[src/hw/rtl/gle_pkg.sv]
// Shared types and constants for the GIF LZW encoder.
package gle_pkg;

    localparam int BYTE_W   = 8;
    localparam int CFG_W    = 4;
    localparam int CNT_W    = 5;
    localparam int RB_MIN   = 2;
    localparam int RB_MAX   = 8;
    localparam int RB_RESET = 8;

    // Which code the datapath presents to the packer
    typedef enum logic [1:0] {
        CODE_PREFIX,
        CODE_CLEAR,
        CODE_END
    } t_code_sel;

    // Commands from the controller to the table datapath
    typedef struct packed {
        logic      capture;
        logic      init;
        logic      set_img;
        logic      drop_img;
        logic      head_rd;
        logic      head_chk;
        logic      node_rd;
        logic      node_from_sib;
        logic      node_miss;
        logic      found;
        logic      insert;
        logic      prefix_pix;
        t_code_sel code_sel;
    } t_dp_cmd;

    // Status from the table datapath
    typedef struct packed {
        logic img;
        logic last;
        logic head_in_range;
        logic node_hit;
        logic node_prefix_eq;
        logic sib_nz;
        logic full;
    } t_dp_sts;

    // Commands from the controller to the bit packer
    typedef struct packed {
        logic put;
        logic flush;
        logic eoi;
    } t_pk_cmd;

endpackage

[src/hw/rtl/gle_packer.sv]
// Bit packer: LSB-first code accumulator, held-back byte and output register.
module gle_packer
    import gle_pkg::*;
#(
    parameter int MAX_CODE_BITS = 12
) (
    input  logic                     i_clk,
    input  logic                     i_rst_n,
    input  t_pk_cmd                  i_cmd,
    input  logic [MAX_CODE_BITS-1:0] i_code,
    input  logic [3:0]               i_width,
    output logic                     o_busy,
    output logic                     o_valid,
    input  logic                     i_ready,
    output logic [BYTE_W-1:0]        o_code_byte,
    output logic                     o_last_of_run,
    output logic                     o_end_of_image
);

    localparam int W  = MAX_CODE_BITS;
    localparam int AW = W + 7;

    logic [AW-1:0]     r_acc;
    logic [CNT_W-1:0]  r_cnt;
    logic              r_flush;
    logic              r_eoi;
    logic              r_pv;
    logic [BYTE_W-1:0] r_pend;
    logic              r_ov;
    logic [BYTE_W-1:0] r_ob;
    logic              r_olast;
    logic              r_oeoi;

    logic              out_free;
    logic              have_byte;
    logic              full_byte;
    logic [W-1:0]      code_m;
    logic              push_mid;
    logic              push_end;

    assign out_free  = !r_ov || i_ready;
    assign full_byte = r_cnt >= CNT_W'(8);
    assign have_byte = full_byte || (r_flush && r_eoi && (r_cnt != '0));
    assign code_m    = i_code & W'(((W+1)'(1) << i_width) - (W+1)'(1));
    assign o_busy    = full_byte || r_flush;

    // Move the held byte out: mid-item when a newer byte replaces it, or as the item's last
    assign push_mid  = !i_cmd.put && have_byte && r_pv && out_free;
    assign push_end  = !i_cmd.put && !have_byte && r_flush && r_pv && out_free;

    assign o_valid        = r_ov;
    assign o_code_byte    = r_ob;
    assign o_last_of_run  = r_olast;
    assign o_end_of_image = r_oeoi;

    // Accumulate codes, drain bytes through the held-back stage
    always_ff @(posedge i_clk) begin
        if (!i_rst_n) begin
            r_acc   <= '0;
            r_cnt   <= '0;
            r_flush <= 1'b0;
            r_eoi   <= 1'b0;
            r_pv    <= 1'b0;
            r_ov    <= 1'b0;
        end else begin
            if (i_cmd.put) begin
                r_acc <= r_acc | (AW'(code_m) << r_cnt);
                r_cnt <= r_cnt + CNT_W'(i_width);
            end else if (have_byte) begin
                if (!r_pv || out_free) begin
                    r_pv   <= 1'b1;
                    r_pend <= r_acc[BYTE_W-1:0];
                    if (full_byte) begin
                        r_acc <= r_acc >> BYTE_W;
                        r_cnt <= r_cnt - CNT_W'(8);
                    end else begin
                        r_acc <= '0;
                        r_cnt <= '0;
                    end
                end
            end else if (r_flush) begin
                // close the item: the held byte is its last
                if (!r_pv) begin
                    r_flush <= 1'b0;
                end else if (out_free) begin
                    r_pv    <= 1'b0;
                    r_flush <= 1'b0;
                end
            end
            if (i_cmd.flush) begin
                r_flush <= 1'b1;
                r_eoi   <= i_cmd.eoi;
            end
            // Load the output register, or free it once taken
            if (push_mid || push_end) begin
                r_ov    <= 1'b1;
                r_ob    <= r_pend;
                r_olast <= push_end;
                r_oeoi  <= push_end && r_eoi;
            end else if (i_ready) begin
                r_ov <= 1'b0;
            end
        end
    end

    a_put_idle: assert property (@(posedge i_clk) disable iff (!i_rst_n)
        (i_cmd.put || i_cmd.flush) |-> !o_busy)
        else $error("packer command while busy");
    a_one_cmd: assert property (@(posedge i_clk) disable iff (!i_rst_n)
        !(i_cmd.put && i_cmd.flush))
        else $error("put and flush together");
    a_eoi_empty: assert property (@(posedge i_clk) disable iff (!i_rst_n)
        ($fell(r_flush) && r_eoi) |-> (r_cnt == '0))
        else $error("bits left after end of image");

endmodule

[config.mk]
export PLATFORM = sky130hd
export DESIGN_NAME = gle_packer
export DESIGN_NICKNAME = d
export VERILOG_FILES = /design/src/hw/rtl/gle_pkg.sv /design/src/hw/rtl/gle_packer.sv
export SDC_FILE = /design/constraint.sdc
export NUM_CORES = 1
export LEC_CHECK = 0
export BUFFER_PORTS_ARGS = -buffer_cell sky130_fd_sc_hd__buf_2
export CELL_PAD_IN_SITES_DETAIL_PLACEMENT = 1
export CELL_PAD_IN_SITES_GLOBAL_PLACEMENT = 1
export CORE_MARGIN = 2
export CORE_UTILIZATION = 30
export CTS_CLUSTER_DIAMETER = 60
export CTS_CLUSTER_SIZE = 20
export DETAILED_ROUTE_END_ITERATION = 12
export PLACE_DENSITY = 0.6
export SYNTH_ARGS = -nofsm -noshare
export SYNTH_HDL_FRONTEND = slang
export SYNTH_SLANG_ARGS = --single-unit
[constraint.sdc]
create_clock -name i_clk -period 3.6 [get_ports i_clk]
set_clock_uncertainty 0.2 [all_clocks]
set_input_delay 0.18 -clock i_clk [delete_from_list [all_inputs] [get_ports i_clk]]
set_output_delay 0.18 -clock i_clk [all_outputs]
set_load 0.02 [all_outputs]
==> metrics.md <==
| Metric | Value |
|---|---|
| Initial antenna violation count | `0` |
| Async set or reset register ratio after synthesis | `0%` |
| DRC Markers | `0` |
| Vias in the first global route | `2,436` |
| Crit end category | `flop` |
| Period Utilization, post-route | `81.1%` |
| RSZ-0062 raised after global routing | `false` |
| Primary FF master, synth | `dfxtp_1` |
| Htree depth | `2` |
| Placer Congestion | `0.810` |
| Clock root buffer | `clkbuf_8` |
| Mean cell area of the mapped netlist | `8.77 µm²` |
| Rows | `35` |
| Peak supply drop | `171 µV` |
| Global-route wire length before repair | `12,600 µm` |
| Max_slew headroom | `53.0%` |
| Crit path required time | `3600 ps` |
| # diodes | `0` |
| Drt total wl | `7770 µm` |
| Port-buffer cells | `33` |
| Final ANT Viol Nets | `0` |
| Clk sinks | `46` |
| Post-synthesis xor/xnor area fraction | `0.948%` |
| Most frequent cells in the layout | `nor2_1, buf_2, dfxtp_1` |
| Reg2reg end | `r_acc[15]$_SDFFE_PN0P_` |
| Max Cap Violations | `0` |
| Leakage power total | `0.00117 µW` |
| Status | `finished clean` |
| All-layer global routing usage | `15.9%` |
| Gate Count Post-Synth | `316` |
| Min Clock Period, post-route | `2920 ps` |
| Iteration-0 DRC Markers | `94` |
| Hold Path Origin | `i_ready` |
| WS Path Type | `input port to flop` |
| Int Pwr | `889 µW` |
| Post-layout util | `34.8%` |
| Worst hold path class | `input port to flop` |
| CTS resizes | `0` |
| Ys Warns | `0` |
| Hold Slack | `24.6 ps` |
| Top fanout value on the critical path | `24` |
| Worst-case reg-to-reg path depth | `5` |
| Fmax | `0.343 GHz` |
| Largest family of logic cells by synthesized area | `compound AO/OA/AOI/OAI gates` |
| Final Hold Viols | `0` |
| Post-synthesis adder-cell area fraction | `3.43%` |
| Top cells by area, synth | `dfxtp_1, edfxtp_1, nor2_1` |
| Synth area leader | `dfxtp_1` |
| Combinational Power Share | `30.4%` |
| Area Overhead vs Synth | `14.4%` |
| Clock power frac | `23.6%` |
| Clock latency on the worst-skew pair | `310 ps` |
| DR vias | `2,505` |
| Worst-Margin Slew | `697 ps` |
| Power per cell area | `435 nW/µm²` |
| CTS max path bufs | `2` |
| Pin count of the biggest net entering global routing | `31` |
| # IOs | `34` |
| Post-synth top area share | `20.2%` |
| Detail Placement HPWL | `5960 µm` |
| TritonCTS buffer count | `5` |
| Total power | `1380 µW` |
| Nets | `375` |
| Synth Cell Area | `2770 µm²` |
| Worst endpoint data arrival time | `2910 ps` |
| Worst r2r src | `r_cnt[1]$_SDFFE_PN0P_` |
| Hold depth | `4` |
| Synth cell types | `66` |
| Sw frac | `35.5%` |
| Startpoint types | `input port` |
| #FFs+latches synth | `46` |
| Vias per std cell | `5.47` |
| Most common cell after layout, fill and taps aside | `nor2_1` |
| Mux share of post-synthesis cell area | `1.90%` |
| Post-Syn Nets | `345` |
| Core Area | `9110 µm²` |
| Layout cell share with drive strength beyond 1 | `17.0%` |
| Final max-slew violation count | `0` |
| Drt first pass iters | `4` |
| Initial Utilization | `30.4%` |
| Compound-gate portion of the synthesized area | `27.6%` |
| TritonCTS clock tree | `built` |
| R2r setup slk | `1110 ps` |
| Register area share after synthesis | `39.7%` |
| Final setup violation count | `0` |
| Die height | `100 µm` |
| Total Negative Setup Slacks | `0 ps` |
| Part of the power in registers | `46.0%` |
| EDFF count, synth | `18` |
| Simple-gate share of the synthesized area | `21.2%` |
| Die W | `100 µm` |
| Hold endpoint | `o_valid$_SDFFE_PN0P_` |
| Switch Pwr | `489 µW` |
| Reg clk slew, reported paths | `90 ps` |
| Die ar. | `10,000 µm²` |
| GRT Residual Overflow | `0` |
| Drt wl/cell | `17.0 µm` |
==> worst max path at each step <==
stage / to / cells after the start / slack, ps / from
3_5_place_dp: r_acc[15]$_SDFFE_PN0P_ / 10 / 410 / i_width[3]
2_1_floorplan: r_acc[16]$_SDFFE_PN0P_ / 10 / 340 / i_width[3]
6_report: r_acc[15]$_SDFFE_PN0P_ / 10 / 680 / i_width[3]
3_3_place_gp: r_acc[15]$_SDFFE_PN0P_ / 10 / 450 / i_width[3]
4_1_cts: r_acc[15]$_SDFFE_PN0P_ / 10 / 740 / i_width[3]
5_1_grt: r_acc[15]$_SDFFE_PN0P_ / 9 / 450 / i_width[2]
==> layer usage <==
metal / GRT usage, % / vias to the layer above / share of wire (%)
li1: - / 1259 / -
met1: 21.3 / 1189 / 51
met5: 0 / - / 0
met3: 2.09 / 11 / 2.4
met4: 5.48 / 0 / 1.8
met2: 26.3 / 46 / 45
==> registers in the layout (all words and copies together), names as in the netlist <==
name and count:
o_end_of_image 1, o_last_of_run 1, r_eoi 1, r_pv 1, r_cnt 5, r_flush 1
r_pend 8, o_valid 1, o_code_byte 8, r_acc 19
==> layout make-up <==
| class | count | area, µm² |
|---|---|---|
| fillers | 1096 | 5940 |
| clock buffers | 5 | 68.8 |
| repair buffers | 46 | 270 |
| flip-flops and latches | 46 | 1100 |
| clock inverters | 3 | 25.0 |
| inverters | 11 | 41.3 |
| well taps | 111 | 139 |
| multi-input cells | 236 | 1530 |
==> timing repair <==
action / CTS / global route
hold buffers: 3 / 0
setup buffers: 0 / 0
hold endpoints to repair: 2 / 0
==> cell usage after synthesis (2+ instances only) <==
cell type  count
a211oi_1       4
a21o_1         2
a21oi_1       21
a221o_1        4
a221oi_1       2
a22oi_1       12
a31oi_1        2
a32oi_1        3
and2_1         5
and3_1         2
buf_2          6
clkbuf_1      14
dfxtp_1       28
edfxtp_1      18
ha_1           6
inv_1         10
mux2i_1        3
nand2_1       24
nand2b_1       6
nand3_1        7
nand4_1        2
nor2_1        34
nor2b_1        4
nor3_1         8
nor3b_1        3
nor4_1         6
o2111a_1       2
o2111ai_1      2
o211ai_1       8
o21a_1         4
o21ai_0       14
o21ai_1        2
o22ai_1        5
o2bb2ai_1      2
o31ai_1        4
o41ai_1        2
or3_1          4
or4_1          2
xor2_1         2
==> logic make-up after synthesis <==
logic type | Yosys count
muxes | 4
and+or+nand+nor | 115
AOI/OAI and AO/OA | 107
buffers and inverters | 34
DFF | 46
adders and majority gates | 7
xor gates and xnor gates | 3
==> power by group through the flow <==
stage	Sequential [µW]	Combinational [µW]	Clock (µW)
2_1_floorplan	639	295	0
3_3_place_gp	644	413	0
3_5_place_dp	645	417	0
4_1_cts	633	422	339
5_1_grt	640	468	357
6_report	634	419	326
==> worst max-delay path: stages <==
cell and delay, ps:
buf_2 110, buf_4 200, or4_1 530, ha_1 290, nor2b_1 70, nand2_1 60, o21ai_0 250, a221oi_1 600
mux2i_1 240, a221o_1 370
==> per-stage QoR <==
step	instance area (µm²)	setup slack (ps)	std cells
5_1_grt	3170	451	458
3_3_place_gp	3050	453	447
6_report	3170	682	458
4_1_cts	3170	738	458
3_5_place_dp	3050	407	447
2_1_floorplan	2770	336	316
(Power assumes the default switching activity.)
