===== config.mk =====
export PLATFORM = sky130hd
export DESIGN_NAME = gle_ctrl
export DESIGN_NICKNAME = d
export VERILOG_FILES = /design/src/hw/rtl/gle_pkg.sv /design/src/hw/rtl/gle_ctrl.sv
export SDC_FILE = /design/constraint.sdc
export NUM_CORES = 1
export LEC_CHECK = 0
export BUFFER_PORTS_ARGS = -buffer_cell sky130_fd_sc_hd__buf_4
export CORE_UTILIZATION = 38
export CTS_BUF_LIST = sky130_fd_sc_hd__clkbuf_16
export DETAILED_ROUTE_END_ITERATION = 8
export PLACE_DENSITY = 0.65
export SYNTH_ARGS = -nofsm -noshare
export SYNTH_HDL_FRONTEND = slang
export SYNTH_SLANG_ARGS = --single-unit
export TNS_END_PERCENT = 10

===== constraint.sdc =====
create_clock -name i_clk -period 3 [get_ports i_clk]
set_input_delay 0.45 -clock i_clk [delete_from_list [all_inputs] [get_ports i_clk]]
set_output_delay 0.45 -clock i_clk [all_outputs]
set_load 0.1 [all_outputs]

===== src/hw/rtl/gle_pkg.sv =====
// Shared types and constants for the GIF LZW encoder.
package gle_pkg;

    localparam int BYTE_W   = 8;
    localparam int CFG_W    = 4;
    localparam int CNT_W    = 5;
    localparam int RB_MIN   = 2;
    localparam int RB_MAX   = 8;
    localparam int RB_RESET = 8;

    // Which code the datapath presents to the packer
    typedef enum logic [1:0] {
        CODE_PREFIX,
        CODE_CLEAR,
        CODE_END
    } t_code_sel;

    // Commands from the controller to the table datapath
    typedef struct packed {
        logic      capture;
        logic      init;
        logic      set_img;
        logic      drop_img;
        logic      head_rd;
        logic      head_chk;
        logic      node_rd;
        logic      node_from_sib;
        logic      node_miss;
        logic      found;
        logic      insert;
        logic      prefix_pix;
        t_code_sel code_sel;
    } t_dp_cmd;

    // Status from the table datapath
    typedef struct packed {
        logic img;
        logic last;
        logic head_in_range;
        logic node_hit;
        logic node_prefix_eq;
        logic sib_nz;
        logic full;
    } t_dp_sts;

    // Commands from the controller to the bit packer
    typedef struct packed {
        logic put;
        logic flush;
        logic eoi;
    } t_pk_cmd;

endpackage


===== src/hw/rtl/gle_ctrl.sv =====
// Controller: sequences search, insert, code emission and flush per pixel word.
module gle_ctrl
    import gle_pkg::*;
(
    input  logic    i_clk,
    input  logic    i_rst_n,
    input  logic    i_valid,
    output logic    o_ready,
    input  t_dp_sts i_sts,
    input  logic    i_pk_busy,
    output t_dp_cmd o_dp,
    output t_pk_cmd o_pk
);

    typedef enum logic [3:0] {
        S_IDLE, S_INIT, S_CLR0, S_HEAD, S_HCHK, S_NODE,
        S_MISS, S_INS, S_TAIL, S_LPRE, S_LEND, S_FLUSH
    } t_state;

    t_state r_state;
    t_state n_state;

    assign o_ready = r_state == S_IDLE;

    // Decode commands and the next state
    always_comb begin
        n_state  = r_state;
        o_dp     = '0;
        o_pk     = '0;
        o_dp.code_sel = CODE_PREFIX;
        case (r_state)
            S_IDLE: begin
                if (i_valid) begin
                    o_dp.capture = 1'b1;
                    n_state = i_sts.img ? S_HEAD : S_INIT;
                end
            end
            S_INIT: begin
                o_dp.init = 1'b1;
                n_state = S_CLR0;
            end
            S_CLR0: begin
                o_dp.code_sel = CODE_CLEAR;
                if (!i_pk_busy) begin
                    o_pk.put = 1'b1;
                    o_dp.prefix_pix = 1'b1;
                    o_dp.set_img = 1'b1;
                    n_state = S_TAIL;
                end
            end
            S_HEAD: begin
                o_dp.head_rd = 1'b1;
                n_state = S_HCHK;
            end
            S_HCHK: begin
                o_dp.head_chk = 1'b1;
                if (i_sts.head_in_range) begin
                    o_dp.node_rd = 1'b1;
                    n_state = S_NODE;
                end else begin
                    n_state = S_MISS;
                end
            end
            S_NODE: begin
                if (i_sts.node_hit) begin
                    o_dp.found = 1'b1;
                    n_state = S_TAIL;
                end else if (!i_sts.node_prefix_eq) begin
                    o_dp.node_miss = 1'b1;
                    n_state = S_MISS;
                end else if (i_sts.sib_nz) begin
                    o_dp.node_rd = 1'b1;
                    o_dp.node_from_sib = 1'b1;
                end else begin
                    n_state = S_MISS;
                end
            end
            S_MISS: begin
                if (!i_pk_busy) begin
                    o_pk.put = 1'b1;
                    n_state = S_INS;
                end
            end
            S_INS: begin
                o_dp.code_sel = CODE_CLEAR;
                if (!i_pk_busy) begin
                    o_pk.put = i_sts.full;
                    o_dp.insert = 1'b1;
                    o_dp.prefix_pix = 1'b1;
                    n_state = S_TAIL;
                end
            end
            S_TAIL: begin
                n_state = i_sts.last ? S_LPRE : S_FLUSH;
            end
            S_LPRE: begin
                if (!i_pk_busy) begin
                    o_pk.put = 1'b1;
                    n_state = S_LEND;
                end
            end
            S_LEND: begin
                o_dp.code_sel = CODE_END;
                if (!i_pk_busy) begin
                    o_pk.put = 1'b1;
                    o_dp.drop_img = 1'b1;
                    n_state = S_FLUSH;
                end
            end
            S_FLUSH: begin
                if (!i_pk_busy) begin
                    o_pk.flush = 1'b1;
                    o_pk.eoi = i_sts.last;
                    n_state = S_IDLE;
                end
            end
            default: n_state = S_IDLE;
        endcase
    end

    // Hold state
    always_ff @(posedge i_clk) begin
        if (!i_rst_n) begin
            r_state <= S_IDLE;
        end else begin
            r_state <= n_state;
        end
    end

    a_busy_hold: assert property (@(posedge i_clk) disable iff (!i_rst_n)
        (o_pk.put || o_pk.flush) |-> !i_pk_busy)
        else $error("packer command issued while busy");
    a_first_clear: assert property (@(posedge i_clk) disable iff (!i_rst_n)
        (r_state == S_INIT) |=> (r_state == S_CLR0))
        else $error("init not followed by clear code");
    a_search_img: assert property (@(posedge i_clk) disable iff (!i_rst_n)
        (r_state == S_HEAD) |-> i_sts.img)
        else $error("search outside an image");

endmodule


==> results.md, run 1 <==
- Run status: completed
- First-pass DRT Iterations: 4
- Hold wc startpoint: i_rst_n
- Final wirelength: 1567 µm
- Skew final: 0.003728 ns
- Placed inst area: 770.7 µm²
- FFs w/ async S/R, synth: 0%
- Sink Count: 4
- Area delta synth->final: 46.00%
- Via density: 5.831
- Max_slew headroom: 56.52%
- Reg2reg start: r_state[0]$_SDFFE_PN0P_
- Most flop-heavy register: r_state
- Post-synthesis sequential area ratio: 13.82%
- CP max-delay cell: dfxtp_1
- Largest register FFs: 4
- # nets final: 116
- Hold endpoint: r_state[1]$_SDFFE_PN0P_
- Worst-skew pair later-pin latency: 0.22 ns
- Maximum vdd drop: 0.0007292 V
- Clock Path Buffers: 2
- Worst setup path category: flop to output port
- IO Count: 29
- Hold WC Path Type: input pin to flop
- Post-CTS Setup Repair Bufs: 0
- Hold depth: 2
- Ys Warns: 0
- Root Driver: clkbuf_16
- Tcrit/Tclk final: 81.62%
- Post-Synthesis Cells: 80
- Count of final setup violators: 0
- CP cell instances: nand4bb_1 > nor3_1 > a21o_1 > buf_4
- DIE WIDTH: 41.05 µm
- Number of enable flip-flop cells after synthesis: 0
- Clk slew on worst S/H paths: 0.03 ns
- Placed cells: 115
- Initial Util: 42.40%
- #FFs+latches synth: 4
- Via count: 688
- Regs by FF count: r_state x4
- Ant diodes: 0
- Final Hold Fails: 0
- Fmax: 0.4084 GHz
- CP Launch Type: flop
- Most used DFF post-synth: dfxtp_1
- Worst-path fanout max: 19
- Fraction of layout cells with a size suffix above 1: 38.83%
- Static Leak: 0.3700 nW
- Largest net degree at the start of global routing: 21
- Synthesized net count: 91
- Fin. max-slew vios: 0
- Core Box Area: 1366 µm²
- Global-route wire length before repair: 2201 µm
- R2R Path End: r_state[1]$_SDFFE_PN0P_
- Max cap viols: 0
- Slowest Stage Delay on Critical Path: 0.73 ns
- Cts hold-fix bufs: 0
- Drt initial violations: 15
- # rows: 13
- Post-DRT Antenna Nets: 0
- DR DRC count: 0
- # resized after CTS: 0
- Gr usage total: 19.55%
- RSZ-0062 raised after global routing: no
- Finished Cell Area: 845.8 µm²
- Syn_area_per_cell: 7.241 µm²
- Port Buffers: 28
- Gp weighted congestion: 0.7977
- Per-cell routed wire length: 13.28 µm
- Die area: 1685 µm²
- Vias in the first global route: 500
- Worst Tran Pin Value: 0.6514 ns
- Initial antenna violation count: 0
- FF-to-FF path depth: 4
- Hpwl dp: 1146 µm
- CTS H-tree lvls: 1
- Final instance count without filler cells: 118
- Data required, critical path: 2.55 ns
- CTS buffer count: 3
- Gr ovfl total: 0
- Min cycle time layout: 2.449 ns
- CP endpoint kind: output port
- Die H: 41.05 µm
- Cell variety after synth: 34
- CP Data Arrival Time: 2.00 ns
- PwrDens: 1182 nW/µm²
- Cell area after synthesis: 579.3 µm²
- CTS tree: yes
- Worst R2R Setup Slack: 1.07 ns
[where the power goes]
| part | switching (mW) | internal (mW) |
|---|---|---|
| sequential | 0.0835 | 0.0706 |
| combinational | 0.453 | 0.187 |
| clock | 0.0355 | 0.170 |
[critical path, delay by kind of cell, from the launching register on]
family,cells,cell delay (ns)
buffers and inverters,1,0.28
AO/OA/AOI/OAI,1,0.12
AND/OR/NAND/NOR,2,0.66
flip-flops,1,0.73
[worst max path at each step]
stage | start | end | depth (start not counted)
final | r_state[0]$_SDFFE_PN0P_ | o_dp[7] | 4
after global routing | r_state[0]$_SDFFE_PN0P_ | o_dp[7] | 4
after CTS | r_state[0]$_SDFFE_PN0P_ | o_dp[7] | 4
after detailed placement | r_state[0]$_SDFFE_PN0P_ | o_dp[7] | 4
after global placement | r_state[0]$_SDFFE_PN0P_ | o_dp[7] | 4
after floorplan | r_state[1]$_SDFFE_PN0P_ | o_dp[7] | 4
[per-layer routing]
metal | global-route usage, % | share of wire [%] | vias to the layer above
met5 | 0 | 0 | -
met4 | 0 | 0 | 0
met3 | 6.522 | 5.8 | 0
met2 | 29.30 | 47 | 20
met1 | 28.30 | 47 | 330
li1 | - | - | 338
[cell usage after synthesis, types with 2 or more instances]
cell type	number	area, µm²
nor2_1	9	33.78
nor2b_1	2	12.51
inv_1	3	11.26
buf_6	2	22.52
buf_2	5	25.02
nand2b_1	5	31.28
and2_1	2	12.51
nand2_1	4	15.01
a21o_1	3	22.52
o21ai_0	5	25.02
a21oi_1	5	25.02
or4_1	2	15.01
nor4_1	2	12.51
dfxtp_1	4	80.08
nor3_1	8	40.04
[metrics by stage]
| step | hold WS, ns | power (mW) | util [%] | setup WS [ns] | TNS, ns |
|---|---|---|---|---|---|
| 3_5_place_dp | 0.7003 | 0.7951 | 56.41 | 0.7836 | 0 |
| 4_1_cts | 0.4826 | 1.004 | 61.90 | 0.5561 | 0 |
| 2_1_floorplan | 0.5841 | 0.7001 | - | -1.073 | -4.681 |
| 3_3_place_gp | 0.6982 | 0.7890 | 56.41 | 0.8448 | 0 |
| 5_1_grt | 0.4945 | 1.049 | 61.90 | 0.4073 | 0 |
| 6_report | 0.4766 | 0.9997 | 61.90 | 0.5514 | 0 |
[cells by family after synthesis]
logic type	Yosys count	share of synthesized area [%]
muxes	1	2.375
and+or+nand+nor	42	41.47
xor gates and xnor gates	1	1.512
AOI/OAI and AO/OA	21	29.37
DFF	4	13.82
buffers and inverters	11	11.45
[placed cells by master (no fill, tap or decap), types with 2 or more instances in the layout]
cell type / n
nor2b_1: 2
nor2_1: 9
and2_1: 2
a21o_1: 3
inv_1: 3
dfxtp_1: 4
buf_4: 28
nor3_1: 7
clkbuf_16: 3
or4_1: 2
o21ai_0: 5
a21oi_1: 5
nand2b_1: 5
nand2_1: 4
[area by class of cell]
cell class | instances | area, µm²
tap | 15 | 18.77
clock buffer | 3 | 75.07
fill | 141 | 520.5
sequential | 4 | 80.08
timing repair buffer | 28 | 210.2
multi-input combinational | 65 | 450.4
inverter | 3 | 11.26
No activity file was read; power rests on OpenSTA's default activity.
==> run 2: changes to the inputs <==
Settings changed: PLACE_DENSITY 0.65 to 0.68.
Clock period 3 ns to 2.2 ns, I/O delays scaled along.
==> run 2 against run 1 <==
Design area rose by 11%; power rose by 44%; die area did not move; critical path type unchanged; first-iteration DRC count fell by 47%; via count rose by 0.87%; routed wire length rose by 3.8%; register-to-register slack got worse by 0.63 ns; flip-flop and latch count did not move; sequential share of layout area fell by 0.63 points; highest routed layer is now met4; cell count rose by 3.4%; sequential power rose by 8%; count of clock-buffer cells in the layout did not move.
==> results.md, run 2 (same netlist as run 1, synthesis figures left out) <==
- Run status: completed (unchanged)
- Regs by FF count: r_state x4 (unchanged)
- Min cycle time layout: 2.031 ns
- Port Buffers: 28 (unchanged)
- CP Launch Type: flop (unchanged)
- First-pass DRT Iterations: 4 (unchanged)
- Int Pwr: 624.9 µW (was 427.3 µW)
- CTS tree: yes (unchanged)
- Slowest Stage Delay on Critical Path: 0.56 ns (was 0.73 ns)
- Drt initial violations: 8 (was 15)
- Max_slew headroom: 72.45% (was 56.52%)
- Hold wc startpoint: i_rst_n (unchanged)
- RSZ-0062 raised after global routing: no (unchanged)
- Sw frac: 56.60% (was 57.26%)
- CP cell instances: buf_4 > nand3b_1 > a21oi_1 > nor2_1 > nor2_1 > buf_4 (was nand4bb_1 > nor3_1 > a21o_1 > buf_4)
- CTS buffer count: 3 (unchanged)
- Tcrit/Tclk final: 92.30%
- Hpwl dp: 1239 µm (was 1146 µm)
- Reg2reg start: r_state[3]$_SDFFE_PN0P_ (was r_state[0]$_SDFFE_PN0P_)
- Flop pwr share: 11.6% (was 15.4%)
- Area delta synth->final: 61.34% (was 46.00%)
- Switch Pwr: 815.1 µW (was 572.4 µW)
- Root Driver: clkbuf_16 (unchanged)
- Fin. max-slew vios: 0 (unchanged)
- Final setup TNS: 0 ns (unchanged)
- Crit path from: r_state[3]$_SDFFE_PN0P_ (was r_state[0]$_SDFFE_PN0P_)
- CP endpoint kind: output port (unchanged)
- Most flop-heavy register: r_state (unchanged)
- Via count: 694 (was 688)
- IO Count: 29 (unchanged)
- Skew final: 0.003248 ns (was 0.003728 ns)
- Part of the power in combinational logic: 68.6% (was 64.0%)
- Critical path endpoint: o_pk[2] (was o_dp[7])
- Commonest non-fill, non-tap cell in the layout: buf_4 (unchanged)
- Data required, critical path: 1.87 ns (was 2.55 ns)
- Sequential Area: 82.58 µm² (was 80.08 µm²)
- Max cap viols: 0 (unchanged)
- CTS H-tree lvls: 1 (unchanged)
- Static Leak: 0.4138 nW (was 0.3700 nW)
- Clk slew on worst S/H paths: 0.03 ns (about the same)
- Sink Count: 4 (unchanged)
- Initial Util: 42.40% (unchanged)
- Cts hold-fix bufs: 0 (unchanged)
- Fmax: 0.4925 GHz
- DIE WIDTH: 41.05 µm (unchanged)
- Final Hold Fails: 0 (unchanged)
- FF-to-FF path depth: 4 (unchanged)
- # resized after CTS: 0 (unchanged)
- Maximum vdd drop: 0.001386 V (was 0.0007292 V)
- WL met3: 91 µm (unchanged)
- FILL cells: 118 (was 141)
- CP Data Arrival Time: 1.70 ns (was 2.00 ns)
- Global-route wire length before repair: 2477 µm (was 2201 µm)
- Share of total power in the clock network: 19.8% (was 20.6%)
- PwrDens: 1541 nW/µm² (was 1182 nW/µm²)
- Post-CTS Setup Repair Bufs: 0 (unchanged)
- Gp weighted congestion: 0.8444 (was 0.7977)
- Ant diodes: 0 (unchanged)
- Worst Tran Pin Value: 0.4127 ns (was 0.6514 ns)
- Commonest cells after routing, fill and taps aside: buf_4 (32), nor2_1 (9), nor3_2 (7) (was buf_4 (28), nor2_1 (9), nor3_1 (7))
- R2R Path End: r_state[2]$_SDFFE_PN0P_ (was r_state[1]$_SDFFE_PN0P_)
- Gr usage total: 22.52% (was 19.55%)
- Worst R2R Setup Slack: 0.44 ns (was 1.07 ns)
- Per-cell routed wire length: 13.33 µm (was 13.28 µm)
- M1 WL: 692 µm (was 741 µm)
- Fraction of layout cells with a size suffix above 1: 50.47% (was 38.83%)
- Worst-skew pair later-pin latency: 0.23 ns (was 0.22 ns)
- Worst-path fanout max: 11 (was 19)
- Die H: 41.05 µm (unchanged)
- # rows: 13 (unchanged)
- CP max-delay cell: dfxtp_1 (unchanged)
- Hold Slack: 0.3441 ns (was 0.4766 ns)
- Clock Path Buffers: 2 (unchanged)
- Via density: 5.689 (was 5.831)
- Die area: 1685 µm² (unchanged)
- Initial antenna violation count: 0 (unchanged)
- Worst setup path category: flop to output port (unchanged)
- Vias in the first global route: 583 (was 500)
- DR DRC count: 0 (unchanged)
- Final wirelength: 1626 µm (was 1567 µm)
- Largest net degree at the start of global routing: 17 (was 21)
- # nets final: 120 (was 116)
- Post-DRT Antenna Nets: 0 (unchanged)
- Max Used Layer: met4 (was met3)
- Hold WC Path Type: input pin to flop (unchanged)
- Core Box Area: 1366 µm² (unchanged)
- Largest register FFs: 4 (unchanged)
- Met2 WL: 829 µm (was 735 µm)
- Multi-input combinational cell area: 506.7 µm² (was 450.4 µm²)
- Gr ovfl total: 0 (unchanged)
- Count of final setup violators: 0 (unchanged)
-- run 2: cell types whose count changed in the layout (fill, tap and decap cells not counted), sizes merged --
cell,previous run,this run
buf,28,32
-- run 2: through the flow --
step | cell area [µm²] | utilization (%) | setup slack (ns) | instances | power (mW)
2_1_floorplan | 653.1 | - | -0.8173 | 80 | 0.9927
3_3_place_gp | 857.1 | 62.73 | 0.3813 | 119 | 1.145
3_5_place_dp | 857.1 | 62.73 | 0.3379 | 119 | 1.153
4_1_cts | 932.1 | 68.22 | 0.09252 | 122 | 1.441
5_1_grt | 934.6 | 68.41 | 0.06086 | 122 | 1.510
6_report | 934.6 | 68.41 | 0.1695 | 122 | 1.440
-- run 2: per-layer routing --
| metal | GRT usage [%] | vias up |
|---|---|---|
| li1 | - | 342 |
| met1 | 24.60 | 325 |
| met2 | 41.80 | 25 |
| met3 | 6.522 | 2 |
| met4 | 5.000 | 0 |
| met5 | 0 | - |
-- run 2: cell type report --
class                           instances  share of cell area, %
Clock buffer                            3                  8.032
Inverter                                3                  1.205
Multi-Input combinational cell         65                  54.22
Sequential cell                         4                  8.835
Tap cell                               15                  2.008
Timing Repair Buffer                   32                  25.70
-- run 2: power by group through the flow --
stage | sequential, mW | combinational, mW | clock, mW
6_report | 0.167 | 0.988 | 0.285
5_1_grt | 0.172 | 1.04 | 0.295
4_1_cts | 0.163 | 0.992 | 0.287
3_5_place_dp | 0.163 | 0.990 | 0
3_3_place_gp | 0.162 | 0.983 | 0
2_1_floorplan | 0.110 | 0.883 | 0
-- run 2: worst max-delay path: cells and delay by family, from the launching register on --
family,cells,cell delay (ns)
flip-flops,1,0.56
buffers and inverters,2,0.54
AND/OR/NAND/NOR,3,0.21
AO/OA/AOI/OAI,1,0.15
-- run 2: how the worst min path moves through the flow --
stage,to,slack (ns),cells after the start
2_1_floorplan,r_state[1]$_SDFFE_PN0P_,0.46,1
3_3_place_gp,r_state[0]$_SDFFE_PN0P_,0.56,2
3_5_place_dp,r_state[0]$_SDFFE_PN0P_,0.56,2
4_1_cts,r_state[1]$_SDFFE_PN0P_,0.35,2
5_1_grt,r_state[1]$_SDFFE_PN0P_,0.36,2
6_report,r_state[1]$_SDFFE_PN0P_,0.34,2
==> run 3: changes to the inputs <==
Settings changed: REMOVE_ABC_BUFFERS set to 1.
==> run 3 against run 2 <==
Routed wire length fell by 12%; sequential power rose by 17%; combinational power fell by 12%; count of clock-buffer cells in the layout did not move; flip-flop and latch count did not move; clock skew fell by 0.0012 ns; worst setup slack improved by 0.034 ns; global-route usage fell by 2.8 points; die area did not move; non-clock buffer count fell by 2; register-to-register slack improved by 0.04 ns; sequential share of layout area rose by 1.1 points; critical path type unchanged; critical endpoint is now o_dp[7]; largest cell class unchanged.
==> results.md, run 3 (same netlist as run 1, synthesis figures left out) <==
- Run status: completed (unchanged)
- R2R Path End: r_state[1]$_SDFFE_PN0P_ (was r_state[2]$_SDFFE_PN0P_)
- # nets final: 118 (was 120)
- Sink Count: 4 (unchanged)
- Via density: 5.450 (was 5.689)
- Vias in the first global route: 479 (was 583)
- Die area: 1685 µm² (unchanged)
- Final wirelength: 1423 µm (was 1626 µm)
- Slowest Stage Delay on Critical Path: 0.40 ns (was 0.56 ns)
- Maximum vdd drop: 0.001018 V (was 0.001386 V)
- Ant diodes: 0 (unchanged)
- Worst R2R Setup Slack: 0.48 ns (was 0.44 ns)
- Hold wc startpoint: i_rst_n (unchanged)
- Regs by FF count: r_state x4 (unchanged)
- CTS tree: yes (unchanged)
- Gp weighted congestion: 0.7803 (was 0.8444)
- Tcrit/Tclk final: 90.76% (was 92.30%)
- Root Driver: clkbuf_16 (unchanged)
- Max cap viols: 0 (unchanged)
- Placed cells: 117 (was 119)
- Worst-skew pair later-pin latency: 0.23 ns (about the same)
- Post-DRT Antenna Nets: 0 (unchanged)
- DIE WIDTH: 41.05 µm (unchanged)
- Delay-heaviest family, CP: buffers and inverters (was flip-flops)
- Final Hold Fails: 0 (unchanged)
- Worst Tran Pin Value: 0.3538 ns (was 0.4127 ns)
- CP max-delay cell: dfxtp_1 (unchanged)
- Static Leak: 0.3769 nW (was 0.4138 nW)
- Skew final: 0.002059 ns (was 0.003248 ns)
- Final setup TNS: 0 ns (unchanged)
- First-pass DRT Iterations: 4 (unchanged)
- Worst setup path category: flop to output port (unchanged)
- Hold depth: 2 (unchanged)
- Via count: 654 (was 694)
- Initial antenna violation count: 0 (unchanged)
- Buf/Inv on CP: 2 (unchanged)
- Clk slew on worst S/H paths: 0.03 ns (about the same)
- Cts hold-fix bufs: 0 (unchanged)
- Commonest non-fill, non-tap cell in the layout: buf_4 (unchanged)
- Die H: 41.05 µm (unchanged)
- DR DRC count: 0 (unchanged)
- Hold endpoint: r_state[1]$_SDFFE_PN0P_ (unchanged)
- Max_slew headroom: 76.41% (was 72.45%)
- Final instance count without filler cells: 120 (was 122)
- Clock Path Buffers: 2 (unchanged)
- IO Count: 29 (unchanged)
- CP cell instances: buf_4 > nand4bb_1 > nor3_1 > a21o_1 > buf_4 (was buf_4 > nand3b_1 > a21oi_1 > nor2_1 > nor2_1 > buf_4)
- PwrDens: 1591 nW/µm² (was 1541 nW/µm²)
- Fraction of layout cells with a size suffix above 1: 40.00% (was 50.47%)
- CP Launch Type: flop (unchanged)
- RSZ-0062 raised after global routing: no (unchanged)
- Initial Util: 42.40% (unchanged)
- Crit-path most repeated cell: buf_4
- CTS buffer count: 3 (unchanged)
- Area delta synth->final: 46.22% (was 61.34%)
- Data required, critical path: 1.87 ns (about the same)
- # resized after CTS: 0 (unchanged)
- CP endpoint kind: output port (unchanged)
- Gr ovfl total: 0 (unchanged)
- Commonest cells after routing, fill and taps aside: buf_4 (30), nor2_1 (9), nor3_1 (8) (was buf_4 (32), nor2_1 (9), nor3_2 (7))
- Layout Utilization: 62.00% (was 68.41%)
- Hold WC Path Type: input pin to flop (unchanged)
- Post-CTS Setup Repair Bufs: 0 (unchanged)
- Global-route wire length before repair: 2063 µm (was 2477 µm)
- Reg2reg start: r_state[2]$_SDFFE_PN0P_ (was r_state[3]$_SDFFE_PN0P_)
- Port Buffers: 28 (unchanged)
- Count of final setup violators: 0 (unchanged)
- FF-to-FF path depth: 5 (was 4)
- Per-cell routed wire length: 11.86 µm (was 13.33 µm)
- Fmax: 0.5008 GHz (was 0.4925 GHz)
- CTS H-tree lvls: 1 (unchanged)
- Hpwl dp: 1049 µm (was 1239 µm)
- Hold Slack: 0.3477 ns (was 0.3441 ns)
- Largest register FFs: 4 (unchanged)
- Most flop-heavy register: r_state (unchanged)
- Worst-path fanout max: 14 (was 11)
- CP Data Arrival Time: 1.67 ns (was 1.70 ns)
- Min cycle time layout: 1.997 ns (was 2.031 ns)
- Core Box Area: 1366 µm² (unchanged)
- Largest net degree at the start of global routing: 21 (was 17)
- Drt initial violations: 18 (was 8)
- # rows: 13 (unchanged)
- Gr usage total: 19.73% (was 22.52%)
- Fin. max-slew vios: 0 (unchanged)
[run 3: cell count changes in the layout (fill, tap and decap cells not counted), sizes merged]
cell / change
buf: -2
[run 3: per-layer routing]
metal  GRT usage, %  part of all wire (%)  up-vias
met1          23.64                    44      292
li1               -                     -      339
met4          10.00                   2.8        0
met2          28.52                    47       18
met3          9.783                   6.0        5
met5              0                     0        -
[run 3: how the worst max path moves through the flow]
stage	startpoint	endpoint	slack (ns)	cells past startpoint
6_report	r_state[2]$_SDFFE_PN0P_	o_dp[7]	0.20	5
5_1_grt	r_state[2]$_SDFFE_PN0P_	o_dp[7]	0.09	5
4_1_cts	r_state[1]$_SDFFE_PN0P_	o_pk[0]	0.05	4
3_5_place_dp	r_state[1]$_SDFFE_PN0P_	o_pk[0]	0.29	4
3_3_place_gp	r_state[0]$_SDFFE_PN0P_	o_dp[7]	0.35	4
2_1_floorplan	r_state[2]$_SDFFE_PN0P_	o_dp[13]	-2.57	2
[run 3: through the flow]
step | instance area, µm² | worst slack, ns | total power [mW]
2_1_floorplan | 524.3 | -2.574 | 0.8313
6_report | 847.1 | 0.2034 | 1.348
3_5_place_dp | 768.2 | 0.2912 | 1.062
4_1_cts | 843.3 | 0.05043 | 1.349
5_1_grt | 847.1 | 0.09172 | 1.413
3_3_place_gp | 768.2 | 0.3534 | 1.064
[run 3: power by group]
group | total, mW | internal (mW) | switching (mW) | leakage, nW
combinational | 0.869 | 0.251 | 0.618 | 0.306
clock | 0.283 | 0.232 | 0.0514 | 0.0370
sequential | 0.195 | 0.101 | 0.0944 | 0.0339
total | 1.35 | 0.584 | 0.764 | 0.377
[run 3: area by class of cell]
| class | count | area, µm² |
|---|---|---|
| Clock buffer | 3 | 75.07 |
| Fill cell | 131 | 519.2 |
| Inverter | 3 | 11.26 |
| Multi-Input combinational cell | 65 | 432.9 |
| Sequential cell | 4 | 83.83 |
| Tap cell | 15 | 18.77 |
| Timing Repair Buffer | 30 | 225.2 |
[run 3: worst reg2reg max path, cell delays in order (launching register included)]
cell and delay [ns]:
dfxtp_1 0.34, buf_4 0.20, or4_4 0.55, a21oi_4 0.24
nor2_1 0.07, a31o_1 0.20
